===== src/sv/ssc_pkg.sv =====
// ----------------------------------------------------------------------------
// ssc_pkg - shared types and helpers for the case-folding substring search
// Beat layouts, configuration register indexes and the ASCII fold function.
// ----------------------------------------------------------------------------
package ssc_pkg;

  // configuration register indexes
  localparam int unsigned CFG_IDX_W = 2;
  localparam logic [CFG_IDX_W-1:0] CFG_PATTERN = 2'd0;
  localparam logic [CFG_IDX_W-1:0] CFG_LENGTH  = 2'd1;
  localparam logic [CFG_IDX_W-1:0] CFG_FOLD    = 2'd2;

  localparam int unsigned CFG_DATA_W = 64;
  localparam int unsigned LEN_W      = 4;
  localparam int unsigned IN_DATA_W  = 8;
  // found(1) + match_start(16) + length_overflow(1), padded to 3 bytes
  localparam int unsigned START_W    = 16;
  localparam int unsigned OUT_DATA_W = 24;

  typedef struct packed {
    logic [CFG_DATA_W-1:0] pattern;
    logic [LEN_W-1:0]      length;
    logic                  fold;
  } cfg_t;

  typedef struct packed {
    logic [IN_DATA_W-1:0] text_byte;
    logic                 last;
  } item_t;

  typedef struct packed {
    logic               length_overflow;
    logic [START_W-1:0] match_start;
    logic               found;
  } result_t;

  // map A-Z to a-z when enabled, everything else passes unchanged
  function automatic logic [7:0] fold_byte(input logic [7:0] c, input logic en);
    logic [7:0] r;
    r = c;
    if (en && (c >= 8'h41) && (c <= 8'h5A)) begin
      r = c + 8'h20;
    end
    return r;
  endfunction

endpackage


===== src/sv/ssc_front.sv =====
// ----------------------------------------------------------------------------
// ssc_front - input side of the substring search
// Takes text beats off the stream and holds them in a two-entry queue.
// ----------------------------------------------------------------------------
module ssc_front (
  input  logic                            clk_i,
  input  logic                            rst_ni,
  input  logic                            s_axis_tvalid_i,
  output logic                            s_axis_tready_o,
  input  logic [ssc_pkg::IN_DATA_W-1:0]   s_axis_tdata_i,   // text_byte
  input  logic                            s_axis_tlast_i,   // end_of_text
  output logic                            q_valid_o,
  output ssc_pkg::item_t                  q_item_o,
  input  logic                            q_pop_i
);

  ssc_pkg::item_t entries_q [2];
  logic           wr_ptr_q, wr_ptr_d;
  logic           rd_ptr_q, rd_ptr_d;
  logic [1:0]     count_q, count_d;
  logic           push, pop;

  assign s_axis_tready_o = (count_q != 2'd2);
  assign q_valid_o       = (count_q != 2'd0);
  assign q_item_o        = entries_q[rd_ptr_q];

  assign push = s_axis_tvalid_i && s_axis_tready_o;
  assign pop  = q_pop_i && q_valid_o;

  always_comb begin
    wr_ptr_d = push ? ~wr_ptr_q : wr_ptr_q;
    rd_ptr_d = pop  ? ~rd_ptr_q : rd_ptr_q;
    count_d  = count_q + 2'(push) - 2'(pop);
  end

  always_ff @(posedge clk_i or negedge rst_ni) begin
    if (!rst_ni) begin
      wr_ptr_q <= 1'b0;
      rd_ptr_q <= 1'b0;
      count_q  <= 2'd0;
    end else begin
      wr_ptr_q <= wr_ptr_d;
      rd_ptr_q <= rd_ptr_d;
      count_q  <= count_d;
    end
  end

  always_ff @(posedge clk_i) begin
    if (push) begin
      entries_q[wr_ptr_q] <= '{text_byte: s_axis_tdata_i, last: s_axis_tlast_i};
    end
  end

endmodule


===== src/sv/ssc_back.sv =====
// ----------------------------------------------------------------------------
// ssc_back - window compare and per-text tracking
// Keeps the recent text bytes, compares the window against the pattern,
// tracks position and first match, and registers one result per text.
// ----------------------------------------------------------------------------
module ssc_back #(
  parameter int unsigned MAX_PATTERN   = 8,
  parameter int unsigned POSITION_BITS = 16
) (
  input  logic                            clk_i,
  input  logic                            rst_ni,
  input  ssc_pkg::cfg_t                   cfg_i,
  input  logic                            q_valid_i,
  input  ssc_pkg::item_t                  q_item_i,
  output logic                            q_pop_o,
  output logic                            m_axis_tvalid_o,
  input  logic                            m_axis_tready_i,
  output ssc_pkg::result_t                m_result_o
);

  localparam int unsigned HIST = (MAX_PATTERN > 1) ? MAX_PATTERN - 1 : 1;
  localparam int unsigned IW   = (MAX_PATTERN > 1) ? $clog2(MAX_PATTERN) : 1;
  localparam int unsigned PW1  = POSITION_BITS + 1;
  localparam logic [POSITION_BITS-1:0] PosMax = '1;

  logic [7:0]               hist_q [HIST];
  logic [7:0]               hist_d [HIST];
  logic [7:0]               win    [MAX_PATTERN];
  logic [POSITION_BITS-1:0] pos_q, pos_d;
  logic                     seen_q, seen_d;
  logic [POSITION_BITS-1:0] start_q, start_d;
  logic                     sat_q, sat_d;

  logic                     out_valid_q, out_valid_d;
  ssc_pkg::result_t         out_q;
  ssc_pkg::result_t         result;

  logic                     pop, emit;
  logic                     sat_now;
  logic                     len_ok;
  logic                     cmp_ok;
  logic                     hit;
  logic [PW1-1:0]           pos_inc;
  logic [PW1-1:0]           len_ext;
  logic [IW-1:0]            idx;
  logic [31:0]              start_ext;

  // only a last beat needs the result slot
  assign pop     = q_valid_i && (!q_item_i.last || !out_valid_q || m_axis_tready_i);
  assign emit    = pop && q_item_i.last;
  assign q_pop_o = pop;

  // window: slot 0 is the current byte, then history newest first
  always_comb begin
    win[0] = q_item_i.text_byte;
    for (int j = 1; j < MAX_PATTERN; j++) begin
      win[j] = hist_q[j-1];
    end
  end

  always_comb begin
    pos_inc = PW1'(pos_q) + PW1'(1);
    len_ext = PW1'(cfg_i.length);
    len_ok  = (cfg_i.length != '0) &&
              (cfg_i.length <= ssc_pkg::LEN_W'(MAX_PATTERN)) &&
              (pos_inc >= len_ext);
    cmp_ok  = 1'b1;
    idx     = '0;
    for (int i = 0; i < MAX_PATTERN; i++) begin
      if (ssc_pkg::LEN_W'(i) < cfg_i.length) begin
        idx = IW'(cfg_i.length - ssc_pkg::LEN_W'(i) - ssc_pkg::LEN_W'(1));
        if (ssc_pkg::fold_byte(cfg_i.pattern[8*i +: 8], cfg_i.fold) !=
            ssc_pkg::fold_byte(win[idx], cfg_i.fold)) begin
          cmp_ok = 1'b0;
        end
      end
    end
  end

  always_comb begin
    sat_now = sat_q || (pos_q == PosMax);
    hit     = !sat_now && !seen_q && len_ok && cmp_ok;
    seen_d  = seen_q || hit;
    start_d = hit ? POSITION_BITS'(pos_inc - len_ext) : start_q;
    sat_d   = sat_now;
    pos_d   = (pos_q != PosMax) ? pos_q + POSITION_BITS'(1) : pos_q;
    hist_d[0] = q_item_i.text_byte;
    for (int k = 1; k < HIST; k++) begin
      hist_d[k] = hist_q[k-1];
    end
  end

  always_comb begin
    start_ext              = 32'(start_d);
    result.found           = seen_d;
    result.match_start     = seen_d ? start_ext[ssc_pkg::START_W-1:0] : '0;
    result.length_overflow = sat_d;
  end

  always_comb begin
    out_valid_d = out_valid_q;
    if (emit) begin
      out_valid_d = 1'b1;
    end else if (m_axis_tready_i) begin
      out_valid_d = 1'b0;
    end
  end

  always_ff @(posedge clk_i or negedge rst_ni) begin
    if (!rst_ni) begin
      pos_q       <= '0;
      seen_q      <= 1'b0;
      start_q     <= '0;
      sat_q       <= 1'b0;
      out_valid_q <= 1'b0;
      for (int k = 0; k < HIST; k++) begin
        hist_q[k] <= '0;
      end
    end else begin
      out_valid_q <= out_valid_d;
      if (emit) begin
        // end of text: start over for the next one
        pos_q   <= '0;
        seen_q  <= 1'b0;
        start_q <= '0;
        sat_q   <= 1'b0;
        for (int k = 0; k < HIST; k++) begin
          hist_q[k] <= '0;
        end
      end else if (pop) begin
        pos_q   <= pos_d;
        seen_q  <= seen_d;
        start_q <= start_d;
        sat_q   <= sat_d;
        for (int k = 0; k < HIST; k++) begin
          hist_q[k] <= hist_d[k];
        end
      end
    end
  end

  always_ff @(posedge clk_i) begin
    if (emit) begin
      out_q <= result;
    end
  end

  assign m_axis_tvalid_o = out_valid_q;
  assign m_result_o      = out_q;

endmodule


===== src/sv/substring_search_case_fold.sv =====
// ----------------------------------------------------------------------------
// substring_search_case_fold - streaming first-match substring search
// Finds the first occurrence of a short pattern in each text, exact or with
// A-Z folded to a-z, and reports one result beat at the last text byte.
// ----------------------------------------------------------------------------
//  channel   dir  beat contents (low bit first)
//  s_axis    in   tdata: text_byte[7:0]; tlast: end_of_text
//  m_axis    out  tdata: found, match_start[15:0], length_overflow, pad
//  cfg       in   idx 0 pattern_bytes, 1 pattern_length, 2 fold_case
//
//  One text byte per cycle sustained while no result is stalled; a result passes
//  through the input queue, then the result register, after its last byte.
//  Reset clears the queue, per-text state and all configuration to zero.
//  A stalled result holds the back end only at the next last byte; the
//  two-entry queue then absorbs input until it fills.
// ----------------------------------------------------------------------------
module substring_search_case_fold #(
  parameter int unsigned MAX_PATTERN   = 8,
  parameter int unsigned POSITION_BITS = 16
) (
  input  logic                              clk_i,
  input  logic                              rst_ni,
  input  logic                              cfg_we_i,
  input  logic [ssc_pkg::CFG_IDX_W-1:0]     cfg_idx_i,
  input  logic [ssc_pkg::CFG_DATA_W-1:0]    cfg_wdata_i,
  input  logic                              s_axis_tvalid_i,
  output logic                              s_axis_tready_o,
  input  logic [ssc_pkg::IN_DATA_W-1:0]     s_axis_tdata_i,  // text_byte
  input  logic                              s_axis_tlast_i,  // end_of_text
  output logic                              m_axis_tvalid_o,
  input  logic                              m_axis_tready_i,
  // found, match_start[15:0], length_overflow, zero pad
  output logic [ssc_pkg::OUT_DATA_W-1:0]    m_axis_tdata_o
);

  ssc_pkg::cfg_t    cfg_q, cfg_d;
  logic             q_valid;
  ssc_pkg::item_t   q_item;
  logic             q_pop;
  ssc_pkg::result_t result;

  always_comb begin
    cfg_d = cfg_q;
    if (cfg_we_i) begin
      unique case (cfg_idx_i)
        ssc_pkg::CFG_PATTERN: cfg_d.pattern = cfg_wdata_i;
        ssc_pkg::CFG_LENGTH:  cfg_d.length  = cfg_wdata_i[ssc_pkg::LEN_W-1:0];
        ssc_pkg::CFG_FOLD:    cfg_d.fold    = cfg_wdata_i[0];
        default:              cfg_d         = cfg_q;
      endcase
    end
  end

  always_ff @(posedge clk_i or negedge rst_ni) begin
    if (!rst_ni) begin
      cfg_q <= '0;
    end else begin
      cfg_q <= cfg_d;
    end
  end

  ssc_front u_front (
    .clk_i           (clk_i),
    .rst_ni          (rst_ni),
    .s_axis_tvalid_i (s_axis_tvalid_i),
    .s_axis_tready_o (s_axis_tready_o),
    .s_axis_tdata_i  (s_axis_tdata_i),
    .s_axis_tlast_i  (s_axis_tlast_i),
    .q_valid_o       (q_valid),
    .q_item_o        (q_item),
    .q_pop_i         (q_pop)
  );

  ssc_back #(
    .MAX_PATTERN   (MAX_PATTERN),
    .POSITION_BITS (POSITION_BITS)
  ) u_back (
    .clk_i           (clk_i),
    .rst_ni          (rst_ni),
    .cfg_i           (cfg_q),
    .q_valid_i       (q_valid),
    .q_item_i        (q_item),
    .q_pop_o         (q_pop),
    .m_axis_tvalid_o (m_axis_tvalid_o),
    .m_axis_tready_i (m_axis_tready_i),
    .m_result_o      (result)
  );

  assign m_axis_tdata_o = ssc_pkg::OUT_DATA_W'(result);

endmodule

===== config.mk =====
export PLATFORM = sky130hd
export DESIGN_NAME = substring_search_case_fold
export DESIGN_NICKNAME = d
export VERILOG_FILES = /design/src/sv/ssc_pkg.sv /design/src/sv/ssc_front.sv /design/src/sv/ssc_back.sv /design/src/sv/substring_search_case_fold.sv
export SDC_FILE = /design/constraint.sdc
export NUM_CORES = 1
export LEC_CHECK = 0
export BUFFER_PORTS_ARGS = -buffer_cell sky130_fd_sc_hd__buf_4
export CAP_MARGIN = 10
export CORE_ASPECT_RATIO = 1.25
export CORE_UTILIZATION = 65
export CTS_CLUSTER_SIZE = 14
export DETAILED_ROUTE_END_ITERATION = 8
export PLACE_DENSITY = 0.9
export SYNTH_ARGS = -nofsm -noshare
export SYNTH_HDL_FRONTEND = slang
export SYNTH_SLANG_ARGS = --single-unit

===== constraint.sdc =====
create_clock -name clk_i -period 7.45 [get_ports clk_i]
set_input_delay 1.8625 -clock clk_i [delete_from_list [all_inputs] [get_ports clk_i]]
set_output_delay 1.8625 -clock clk_i [all_outputs]
set_load 0.01 [all_outputs]

==> results.cfg <==
[floorplan]
die_x_um = 134
die_y_um = 167
die-area_um2 = 22300
coreArea_um2 = 21000
rows = 59
start_util = 0.670
io_pins = 106

[synth]
synth.area.top_cells = dfrtp_1 29%, mux4_2 7.8%, edfxtp_1 7.7%, mux2_2 7.0%, nand2_1 5.7%
synth_top_area_frac = 0.291
ys_warn_count = 0
synth_area_um2 = 14100
synth_cell_types = 89
ys.flop_type = dfrtp_1
yosysSeqAreaShare = 0.368
async_reset_ff_frac = 0.820
yosys.area.top_type = dfrtp_1
synth_edf_count = 36
ys_seq_elements = 200
syn_avg_cell_area_um2 = 10.0
netlist_instances = 1403

[finish]
fin_nets = 1559
layout_common_cells = 213 x nand2_1, 162 x dfrtp_1, 114 x buf_4
final_area_um2 = 15500
postLayoutCoreUtil = 0.736
drive_gt1_frac = 0.228
syn_to_final_growth_pct = 9.87
final_common_cell = nand2_1
fin_cells = 1739
num_antenna_cells = 0

[clock_network]
htreeDepth = 4
clock_latency_ps = 460
cts_root_buf = clkbuf_16
clkTransAtPathRegs_ps = 80
cts_inserted_buffers = 17
post_cts_resized = 0
hold_buffers = 0
cts_sinks = 200
cts_tree = yes
clock_path_buffers = 2
cts_setup_buffers = 0

[route]
route.detailed.drc = 0
drt_pass1_iterations = 7
num_vias = 11800
routed_wl_mm = 38.5
drt_iter0_markers = 1170
detail-route-antenna-nets = 0
routedWlPerCell_um = 22.1
viasPerCell = 6.81

[global_routing]
grt_pass1_wl_mm = 62.0
track_usage = 0.356
gr-total-overflow = 0
grt_max_degree = 80
grt_antenna_before_repair = 0
grt_pass1_vias = 11700

[timing]
finalMaxSlewViolations = 0
hold_viol_final = 0
min_period_ps = 5620
fin_crit_sh = 0.754
maxSlewHeadroom = 0.160
fmax_mhz = 178
worstMarginPinSlew_ps = 1240
fin_setup_tns_ps = 0
fin_skew_ps = 14.9
setup_viol = 0
rsz0062_at_grt = false

[setup_path]
startpoint_type = register
cp-end-kind = register
worstSetupPathType = register to register
cp_max_fo = 19
worst-endpoint-required_ps = 7770
crit_chain = inv_2 -> ha_2 -> inv_1 -> mux4_2 -> o21bai_1 -> inv_1 -> ha_1 -> nor2b_1 -> or3_1 -> a21oi_1 -> nor3_1 -> mux2i_1 -> and2_1 -> nand4_1 -> and4b_1 -> o21ai_4 -> o2bb2ai_2
cp_slowest_cell = and4b_1
cp_common_cell = inv_1
arrival_ps = 5940
slowest_delay_ps = 830

[pwr]
peakVddDrop_mv = 0.293
powerDensity_nw_per_um2 = 350
leakagePower_nw = 6.67

[placed_design]
dp.cells = 1706
io_buffers = 99
gp_congestion = 1.06
hpwl_mm = 27.4
dpl_cell_area_um2 = 14900

[outcome]
status = complete, no violations

[hold_path]
hp-class = register to register

[job]
drv_cap = 0
## sequential cells by signal, indices dropped and copies added, names as in the netlist
register / count
u_back.seen_q: 1
u_front.wr_ptr_q: 1
u_back.hist_q: 8
u_front.entries_q: 18
u_back.m_result_o: 18
cfg_q: 69
u_back.pos_q: 16
u_back.start_q: 16
u_front.count_q: 2
u_back.sat_q: 1
u_back.m_axis_tvalid_o: 1
u_back.hist_d: 48
u_front.rd_ptr_q: 1
## Yosys cell counts, drive strengths merged (7+ instances only)
cell,number
a211oi,7
a21o,10
a21oi,37
a31oi,11
buf,56
clkbuf,35
dfrtp,164
edfxtp,36
ha,26
inv,36
mux2,93
mux2i,71
mux4,49
nand2,213
nand2b,12
nand3,85
nand3b,7
nand4,17
nor2,61
nor2b,10
nor3,17
nor3b,8
nor4,7
o211ai,13
o21a,7
o21ai,58
o22ai,14
o2bb2ai,18
o31ai,15
o41ai,8
or2,8
or3,9
or4,7
xnor2,58
xor2,35
## critical path, delay by kind of cell, from the launching register on
| kind | cells | cell delay [ps] |
|---|---|---|
| and+or+nand+nor | 6 | 1540 |
| adders and majority gates | 2 | 700 |
| buffers and inverters | 3 | 970 |
| DFF | 1 | 410 |
| muxes | 2 | 830 |
| AOI/OAI and AO/OA | 4 | 1010 |
## final cells by class
type	count	area (µm²)
Multi-Input combinational cell	1080	8330
Fill cell	1463	5550
Sequential cell	200	5190
Timing Repair Buffer	116	878
Clock buffer	17	425
Tap cell	274	343
Clock inverter	15	189
Inverter	37	139
## stage by stage
stage	power (mW)	hold WS, ps	worst slack [ps]
6_report	5.42	506	1830
5_1_grt	5.70	520	1550
4_1_cts	5.35	503	1960
3_5_place_dp	4.36	481	2050
3_3_place_gp	4.27	471	2150
2_1_floorplan	3.65	455	2700
## kinds of logic (layout without fill, tap and decap cells)
logic type,Yosys count,in the layout,share of synthesized area
xor gates and xnor gates,95,95,0.0616
adders and majority gates,27,27,0.0245
buffers and inverters,128,185,0.0453
and+or+nand+nor,483,483,0.161
DFF,200,200,0.368
muxes,213,213,0.207
other,1,6,0.000266
AOI/OAI and AO/OA,256,256,0.133
## power breakdown
| part | internal (mW) | switching (mW) |
|---|---|---|
| logic | 1.13 | 1.64 |
| registers | 1.36 | 0.319 |
| clock network | 0.463 | 0.510 |
## per-layer routing
metal	track usage	up-vias	part of all wire
li1	-	5277	-
met1	0.432	5740	0.37
met2	0.579	647	0.48
met3	0.0798	171	0.087
met4	0.213	0	0.061
met5	0	-	0
## worst paths after layout
path | start | to | slack, ps | cells after the start
hold / removal | u_back.sat_q | u_back.sat_q | 510 | 2
setup / recovery | cfg_q[1] | u_back.start_q[6] | 1830 | 17
max in group asynchronous | rst_ni | u_back.hist_q[5] | 4930 | 2
setup reg to reg | cfg_q[1] | u_back.start_q[6] | 1830 | 17
hold reg to reg | u_back.sat_q | u_back.sat_q | 510 | 2
min in group asynchronous | rst_ni | cfg_q[53] | 1320 | 1
(Power assumes the default switching activity.)
